### src/rtl/core/pvrl_pkg.sv
package pvrl_pkg;

	// Register indexes on the configuration port (paddr[3:2])
	localparam logic [1:0] REG_CHECK_MODE  = 2'd0;
	localparam logic [1:0] REG_BAND_TOL    = 2'd1;
	localparam logic [1:0] REG_GENERAL_TOL = 2'd2;

	localparam logic [1:0]  CHECK_MODE_RST  = 2'd0;
	localparam logic [30:0] BAND_TOL_RST    = 31'd66;
	localparam logic [30:0] GENERAL_TOL_RST = 31'd66;

	// Check modes
	localparam logic [1:0] MODE_FULL    = 2'd0;
	localparam logic [1:0] MODE_RELEASE = 2'd1;
	localparam logic [1:0] MODE_LIMIT   = 2'd2;

	// Transition codes
	typedef enum logic [2:0] {
		TR_NONE         = 3'd0,
		TR_HIT_LOWER    = 3'd1,
		TR_HIT_UPPER    = 3'd2,
		TR_RELEASED_UP  = 3'd3,
		TR_RELEASED_LOW = 3'd4
	} trans_t;

	// Input beat
	typedef struct packed {
		logic        [5:0]  pv_slot;
		logic signed [31:0] q_calculated;
		logic signed [31:0] q_load;
		logic signed [31:0] q_lower_limit;
		logic signed [31:0] q_upper_limit;
		logic        [30:0] v_magnitude;
		logic        [30:0] v_setpoint;
		logic signed [31:0] q_scheduled;
	} in_t;

	// Result beat
	typedef struct packed {
		logic        [5:0]  slot_out;
		logic               now_limited;
		logic signed [31:0] q_net_target;
		logic        [2:0]  transition;
	} out_t;

	// Configuration seen by front and back
	typedef struct packed {
		logic [1:0]  mode;
		logic [30:0] band_tol;
		logic [30:0] gen_tol;
	} cfg_t;

	// Classified item handed from front to back
	typedef struct packed {
		logic        [5:0]  slot;
		logic               lo_hit;
		logic               hi_hit;
		logic               rel_up;
		logic               rel_lo;
		logic signed [31:0] hi_tgt;
		logic signed [31:0] lo_tgt;
		logic signed [31:0] q_sched;
	} cls_t;

endpackage

### src/rtl/core/pv_bus_reactive_limit_switch_top.sv
// A beat is classified, stored in the front queue, decided by the back and stored in the result queue.
// One item per cycle while results are popped; each of the two queues holds two beats.
// full only rises when the result side stalls; pready is always high.
// Reset (arst_n low, asynchronous) empties both queues, clears every slot's limited and
// side flags, and sets check_mode 0, band_tolerance 66, general_tolerance 66.
module pv_bus_reactive_limit_switch_top import pvrl_pkg::*; #(
	parameter int MAX_PV_BUSES = 64
) (
	input  logic        clk,
	input  logic        arst_n,
	// input queue
	input  logic        push,
	output logic        full,
	input  in_t         item,
	// result queue
	output logic        empty,
	input  logic        pop,
	output out_t        result,
	// configuration
	input  logic        psel,
	input  logic        penable,
	input  logic        pwrite,
	input  logic [3:0]  paddr,
	input  logic [31:0] pwdata,
	output logic [31:0] prdata,
	output logic        pready
);

	logic [1:0]  mode_q;
	logic [30:0] band_tol_q;
	logic [30:0] gen_tol_q;
	cfg_t        cfg;
	logic        cfg_wr;

	cls_t        cls_in;
	cls_t        cls_out;
	logic [$bits(cls_t)-1:0] cls_raw;
	logic        mid_empty;
	out_t        res;
	logic [$bits(out_t)-1:0] res_raw;
	logic        out_full;
	logic        fire;

	// Configuration registers
	assign pready = 1'b1;
	assign cfg_wr = psel && penable && pwrite && pready;

	always_ff @(posedge clk or negedge arst_n) begin
		if (!arst_n) begin
			mode_q     <= CHECK_MODE_RST;
			band_tol_q <= BAND_TOL_RST;
			gen_tol_q  <= GENERAL_TOL_RST;
		end else if (cfg_wr) begin
			case (paddr[3:2])
				REG_CHECK_MODE:  mode_q     <= pwdata[1:0];
				REG_BAND_TOL:    band_tol_q <= pwdata[30:0];
				REG_GENERAL_TOL: gen_tol_q  <= pwdata[30:0];
				default:         mode_q     <= mode_q;
			endcase
		end
	end

	always_comb begin
		case (paddr[3:2])
			REG_CHECK_MODE:  prdata = {30'd0, mode_q};
			REG_BAND_TOL:    prdata = {1'b0, band_tol_q};
			REG_GENERAL_TOL: prdata = {1'b0, gen_tol_q};
			default:         prdata = 32'd0;
		endcase
	end

	assign cfg.mode     = mode_q;
	assign cfg.band_tol = band_tol_q;
	assign cfg.gen_tol  = gen_tol_q;

	// Front: classify the beat
	pvrl_front u_front (
		.item (item),
		.cfg  (cfg),
		.cls  (cls_in)
	);

	pvrl_fifo #(.W($bits(cls_t))) u_mid_q (
		.clk     (clk),
		.arst_n  (arst_n),
		.wr_en   (push),
		.wr_data (cls_in),
		.full    (full),
		.rd_en   (fire),
		.rd_data (cls_raw),
		.empty   (mid_empty)
	);

	assign cls_out = cls_t'(cls_raw);
	assign fire    = !mid_empty && !out_full;

	// Back: flag table and decision
	pvrl_back #(.MAX_PV_BUSES(MAX_PV_BUSES)) u_back (
		.clk    (clk),
		.arst_n (arst_n),
		.cfg    (cfg),
		.cls    (cls_out),
		.fire   (fire),
		.res    (res)
	);

	pvrl_fifo #(.W($bits(out_t))) u_out_q (
		.clk     (clk),
		.arst_n  (arst_n),
		.wr_en   (fire),
		.wr_data (res),
		.full    (out_full),
		.rd_en   (pop),
		.rd_data (res_raw),
		.empty   (empty)
	);

	assign result = out_t'(res_raw);

endmodule

### src/rtl/core/pvrl_fifo.sv
module pvrl_fifo #(
	parameter int W = 1
) (
	input  logic         clk,
	input  logic         arst_n,
	input  logic         wr_en,
	input  logic [W-1:0] wr_data,
	output logic         full,
	input  logic         rd_en,
	output logic [W-1:0] rd_data,
	output logic         empty
);

	// Two-entry queue: one beat per cycle in and out with no bubble while not full
	logic [W-1:0] mem_q [2];
	logic         wr_ptr_q;
	logic         rd_ptr_q;
	logic [1:0]   count_q;
	logic         do_wr;
	logic         do_rd;

	assign full    = (count_q == 2'd2);
	assign empty   = (count_q == 2'd0);
	assign do_wr   = wr_en && !full;
	assign do_rd   = rd_en && !empty;
	assign rd_data = mem_q[rd_ptr_q];

	always_ff @(posedge clk or negedge arst_n) begin
		if (!arst_n) begin
			wr_ptr_q <= 1'b0;
			rd_ptr_q <= 1'b0;
			count_q  <= 2'd0;
		end else begin
			if (do_wr) wr_ptr_q <= !wr_ptr_q;
			if (do_rd) rd_ptr_q <= !rd_ptr_q;
			case ({do_wr, do_rd})
				2'b10:   count_q <= count_q + 2'd1;
				2'b01:   count_q <= count_q - 2'd1;
				default: count_q <= count_q;
			endcase
		end
	end

	// Storage
	always_ff @(posedge clk) begin
		if (do_wr) mem_q[wr_ptr_q] <= wr_data;
	end

endmodule

### src/rtl/core/pvrl_front.sv
module pvrl_front import pvrl_pkg::*; (
	input  in_t  item,
	input  cfg_t cfg,
	output cls_t cls
);

	function automatic logic signed [31:0] sat33(input logic signed [32:0] d);
		logic signed [31:0] r;
		if (d[32] != d[31]) r = d[32] ? 32'sh8000_0000 : 32'sh7FFF_FFFF;
		else r = d[31:0];
		return r;
	endfunction

	logic [30:0]        tol;
	logic signed [33:0] tol_s;
	logic signed [33:0] gen;
	logic [32:0]        vm;
	logic [32:0]        vs;
	logic [32:0]        tol_u;
	logic signed [32:0] hi_d;
	logic signed [32:0] lo_d;

	// Limit-only mode runs on the general tolerance
	assign tol   = (cfg.mode == MODE_LIMIT) ? cfg.gen_tol : cfg.band_tol;
	assign tol_s = {3'b000, tol};
	assign tol_u = {2'b00, tol};

	// Generation band test, exact in 34 bits
	assign gen = 34'(item.q_calculated) + 34'(item.q_load);

	// Voltage release tests, exact in 33 bits
	assign vm = {2'b00, item.v_magnitude};
	assign vs = {2'b00, item.v_setpoint};

	// Held-limit setpoints, both sides precomputed
	assign hi_d = 33'(item.q_upper_limit) - 33'(item.q_load);
	assign lo_d = 33'(item.q_lower_limit) - 33'(item.q_load);

	always_comb begin
		cls.slot    = item.pv_slot;
		cls.lo_hit  = (gen + tol_s) < 34'(item.q_lower_limit);
		cls.hi_hit  = gen > (34'(item.q_upper_limit) + tol_s);
		cls.rel_up  = vm > (vs + tol_u);
		cls.rel_lo  = (vm + tol_u) < vs;
		cls.hi_tgt  = sat33(hi_d);
		cls.lo_tgt  = sat33(lo_d);
		cls.q_sched = item.q_scheduled;
	end

endmodule

### src/rtl/core/pvrl_back.sv
module pvrl_back import pvrl_pkg::*; #(
	parameter int MAX_PV_BUSES = 64
) (
	input  logic clk,
	input  logic arst_n,
	input  cfg_t cfg,
	input  cls_t cls,
	input  logic fire,
	output out_t res
);

	// Only 64 slots are addressable, so the table never exceeds that
	localparam int TBL = (MAX_PV_BUSES < 64) ? MAX_PV_BUSES : 64;
	localparam int IW  = (TBL > 1) ? $clog2(TBL) : 1;

	logic [TBL-1:0] limited_q;
	logic [TBL-1:0] upper_q;
	logic [IW-1:0]  idx;
	logic           in_range;
	logic           lim_cur;
	logic           up_cur;
	logic           lim_nxt;
	logic           up_nxt;
	trans_t         trans;

	assign in_range = (32'(cls.slot) < MAX_PV_BUSES);
	assign idx      = cls.slot[IW-1:0];
	assign lim_cur  = in_range && limited_q[idx];
	assign up_cur   = in_range && upper_q[idx];

	// Limit / release decision for the slot
	always_comb begin
		lim_nxt = lim_cur;
		up_nxt  = up_cur;
		trans   = TR_NONE;
		if (!lim_cur && (cfg.mode == MODE_FULL || cfg.mode == MODE_LIMIT)) begin
			if (cls.lo_hit) begin
				lim_nxt = 1'b1;
				up_nxt  = 1'b0;
				trans   = TR_HIT_LOWER;
			end else if (cls.hi_hit) begin
				lim_nxt = 1'b1;
				up_nxt  = 1'b1;
				trans   = TR_HIT_UPPER;
			end
		end else if (lim_cur && (cfg.mode == MODE_FULL || cfg.mode == MODE_RELEASE)) begin
			if (up_cur) begin
				if (cls.rel_up) begin
					lim_nxt = 1'b0;
					trans   = TR_RELEASED_UP;
				end
			end else begin
				if (cls.rel_lo) begin
					lim_nxt = 1'b0;
					trans   = TR_RELEASED_LOW;
				end
			end
		end
		if (!in_range) begin
			lim_nxt = 1'b0;
			trans   = TR_NONE;
		end
	end

	// Result beat
	always_comb begin
		res.slot_out    = cls.slot;
		res.now_limited = lim_nxt;
		res.transition  = trans;
		if (lim_nxt) res.q_net_target = up_nxt ? cls.hi_tgt : cls.lo_tgt;
		else res.q_net_target = cls.q_sched;
	end

	// Flag table update
	always_ff @(posedge clk or negedge arst_n) begin
		if (!arst_n) begin
			limited_q <= '0;
			upper_q   <= '0;
		end else if (fire && in_range) begin
			limited_q[idx] <= lim_nxt;
			upper_q[idx]   <= up_nxt;
		end
	end

endmodule

### config.mk
export PLATFORM = sky130hd
export DESIGN_NAME = pv_bus_reactive_limit_switch_top
export DESIGN_NICKNAME = d
export VERILOG_FILES = /design/src/rtl/core/pvrl_pkg.sv /design/src/rtl/core/pv_bus_reactive_limit_switch_top.sv /design/src/rtl/core/pvrl_fifo.sv /design/src/rtl/core/pvrl_front.sv /design/src/rtl/core/pvrl_back.sv
export SDC_FILE = /design/constraint.sdc
export NUM_CORES = 1
export LEC_CHECK = 0
export ABC_CLOCK_PERIOD_IN_PS = 6500
export BUFFER_PORTS_ARGS = -buffer_cell sky130_fd_sc_hd__buf_2
export CAP_MARGIN = 20
export CORE_MARGIN = 1
export CORE_UTILIZATION = 48
export CTS_BUF_LIST = sky130_fd_sc_hd__clkbuf_16
export CTS_CLUSTER_DIAMETER = 60
export DETAILED_ROUTE_END_ITERATION = 8
export PLACE_DENSITY = 0.69
export SLEW_MARGIN = 5
export SYNTH_ARGS = -nofsm -noshare
export SYNTH_HDL_FRONTEND = slang
export SYNTH_HIERARCHICAL = 1
export SYNTH_SLANG_ARGS = --single-unit
### constraint.sdc
create_clock -name clk -period 6.5 [get_ports clk]
set_input_delay 0.325 -clock clk [delete_from_list [all_inputs] [get_ports clk]]
set_output_delay 0.325 -clock clk [all_outputs]
set_load 0.05 [all_outputs]
==> results.tsv <==
metric	value	unit
status	completed	
Synth area leaders	edfxtp_1 25%, dfrtp_1 14%, ha_1 12%	
final setup margin	0.405	ns
fraction of layout cells with a size suffix above 1	26.2	%
CTS Buf Count	58	
CP endpoint kind	register	
RSZ-0062 raised after global routing	false	
Setup Skew	0.0404	ns
Clock Pin Slew Worst Setup and Hold Paths	0.06	ns
final-report hold violation count	0	
Startpoint Class	register	
area growth from synthesis to layout	13.8	%
leak pwr	0.0183	uW
initial antenna violation count	39	
Placed Area	38300	um^2
Seq/Total Area, Yosys	38.7	%
Residual DRC	0	
Root Buffer	clkbuf_16	
Post-Syn Nets	3857	
Post-DRT Antenna Nets	0	
die area	75900	um^2
Die Ht	276	um
worst-margin pin slew	0.961	ns
MaxCap Viol Count	0	
Syn. warnings	6	
# clock sinks	496	
Pre-antenna DRT Iters	6	
FP Rows	99	
post-cts resize count	0	
relative slew slack	36.0	%
number of synthesized flops with an enable pin	296	
overall power	19100	uW
count leader, synth	ha_1	
Syn Area/Cell	11.1	um^2
crit share post-route	93.8	%
Die Wd	276	um
first-pass GRT wire length	146000	um
CTS max path bufs	3	
CP Data Arrival Time	6.36	ns
Iter 0 DRT Violations	1497	
largest net degree at the start of global routing	115	
Cells after Synth	3228	
Synth Register Bits	496	
GRT Util Overall	25.0	%
GRT overflow	0	
Clock Latency Late Sink	0.64	ns
unique cell type count in the Yosys netlist	107	
GP Congestion	0.953	
routed wire length	97000	um
setup violators final	0	
via count	26300	
list of most frequent post-synthesis cells	351 x ha_1, 329 x mux2_2, 296 x edfxtp_1	
final instance area	40900	um^2
max-slew violation count	0	
dpl ws	0.0791	ns
Vias/cell	5.70	
number of placed I/O pins	348	
PwrDens	467	nW/um^2
# Post-CTS Setup Buffers	0	
top-area cell type share of the netlist area	24.7	%
starting density of the core	48.9	%
CTS tree	built	
ys flop type	edfxtp_1	
Final nets	4226	
core area	73500	um^2
H-tree depth	2	
Port Buffers	342	
worst hold path class	in2reg	
Post-Syn Area	35900	um^2
crit-path max FO	4	
crit path kind	reg2reg	
setup_tns	0	ns
wire length per cell	21.0	um
Max Freq	164	MHz
CP Data Required Time	6.76	ns
hpwl dp	75000	um
Post-CTS Hold Buffers	70	
Synth async-reset ratio	40.3	%
cell taking the most area after synthesis	edfxtp_1	
Final min period	6.10	ns
vias in the first global route	26500	
peak supply drop	458	uV
## flip-flops by register name (all words and copies together), names as in the netlist
name	count
u_mid_q/mem_q	212
u_out_q/mem_q	84
u_back/limited_q	64
u_back/upper_q	64
band_tol_q	31
gen_tol_q	31
mode_q	2
u_mid_q/count_q	2
u_out_q/count_q	2
u_mid_q/rd_ptr_q	1
u_mid_q/wr_ptr_q	1
u_out_q/rd_ptr_q	1
u_out_q/wr_ptr_q	1
## critical path: stages, from the launching register on
cell and delay (ns):
dfrtp_1 0.40, nor2b_4 0.18, mux2_2 0.48, ha_1 0.24
inv_1 0.07, fa_1 0.26, nor2b_4 0.06, o21ai_2 0.15
o221ai_2 0.16, o221a_4 0.31, o311a_4 0.41, a2111oi_4 0.41
o311ai_2 0.21, a221o_1 0.37, a21oi_2 0.15, xor2_1 0.08
ha_1 0.39, and4_1 0.20, nand4_1 0.18, or4_1 0.48
mux2_2 0.28, o2111ai_1 0.08, a31oi_1 0.18
## cell families after synthesis
| family | share of synthesized area, % |
|---|---|
| muxes | 16.3 |
| and+or+nand+nor | 7.69 |
| AOI/OAI and AO/OA | 14.9 |
| other | 0.0209 |
| DFF | 38.7 |
| adders and majority gates | 13.1 |
| buffers and inverters | 4.44 |
| xor gates and xnor gates | 4.97 |
## path summary, 6_finish.rpt
path                                     from              endpoint  slack [ns]  cells after the start
setup / recovery                    mode_q[0]  u_mid_q/mem_q[0][97]        0.40                     22
hold / removal                           push      u_mid_q/wr_ptr_q        0.07                      3
setup reg to reg                    mode_q[0]  u_mid_q/mem_q[0][97]        0.40                     22
hold reg to reg            u_out_q/count_q[1]    u_out_q/count_q[1]        0.50                      1
max in group asynchronous              arst_n         band_tol_q[5]        4.98                      3
min in group asynchronous              arst_n    u_back/upper_q[46]        0.30                      2
## power by group
| group | leakage [uW] | internal, uW | switching (uW) |
|---|---|---|---|
| clock network | 0.000930 | 1750 | 1370 |
| logic | 0.0120 | 4490 | 6220 |
| registers | 0.00531 | 4820 | 424 |
| total | 0.0183 | 11100 | 8010 |
## layout by cell type (no fill, tap or decap), types with 34 or more instances in the layout
cell type and n:
o21bai_1 34, nand3_1 59, nor2b_1 41, inv_1 177, buf_2 341, nand2b_1 38, dfrtp_1 194, nor2_1 133
xor2_1 69, nand2_1 138, edfxtp_1 296, xnor2_1 133, a21oi_1 208, a21o_1 124, dlygate4sd3_1 70, o21ai_1 83
clkbuf_16 59, o21ai_0 99, mux2_4 100, ha_1 351, mux2_2 329, o21a_1 40
## metal layers
layer  global-route usage, %  wire length, um  up-vias  part of all wire [%]
li1                        -                -    12800                     -
met1                    31.9            42100    12600                    43
met2                    42.5            45700      663                    47
met3                    5.32             6180      172                   6.4
met4                    7.43             2710       38                   2.8
met5                       0              250        -                  0.26
## layout make-up
class                           count  area [um^2]
Fill cell                        6310        32600
Multi-Input combinational cell   2422        20500
Sequential cell                   496        13900
Timing Repair Buffer              446         2730
Clock buffer                       59         1480
Tap cell                          959         1200
Inverter                          173          649
Clock inverter                     48          388
Antenna cell                       16         40.0
## through the flow
step                hold slack, ns  std cells  utilization [%]
floorplan                   0.0294       3228                -
global placement             0.434       4426             52.1
detailed placement           0.429       4426             52.1
CTS                         0.0429       4603             55.6
global route                0.0661       4609             55.6
finish                      0.0720       4619             55.6
Power figures use the tool's default switching activity.
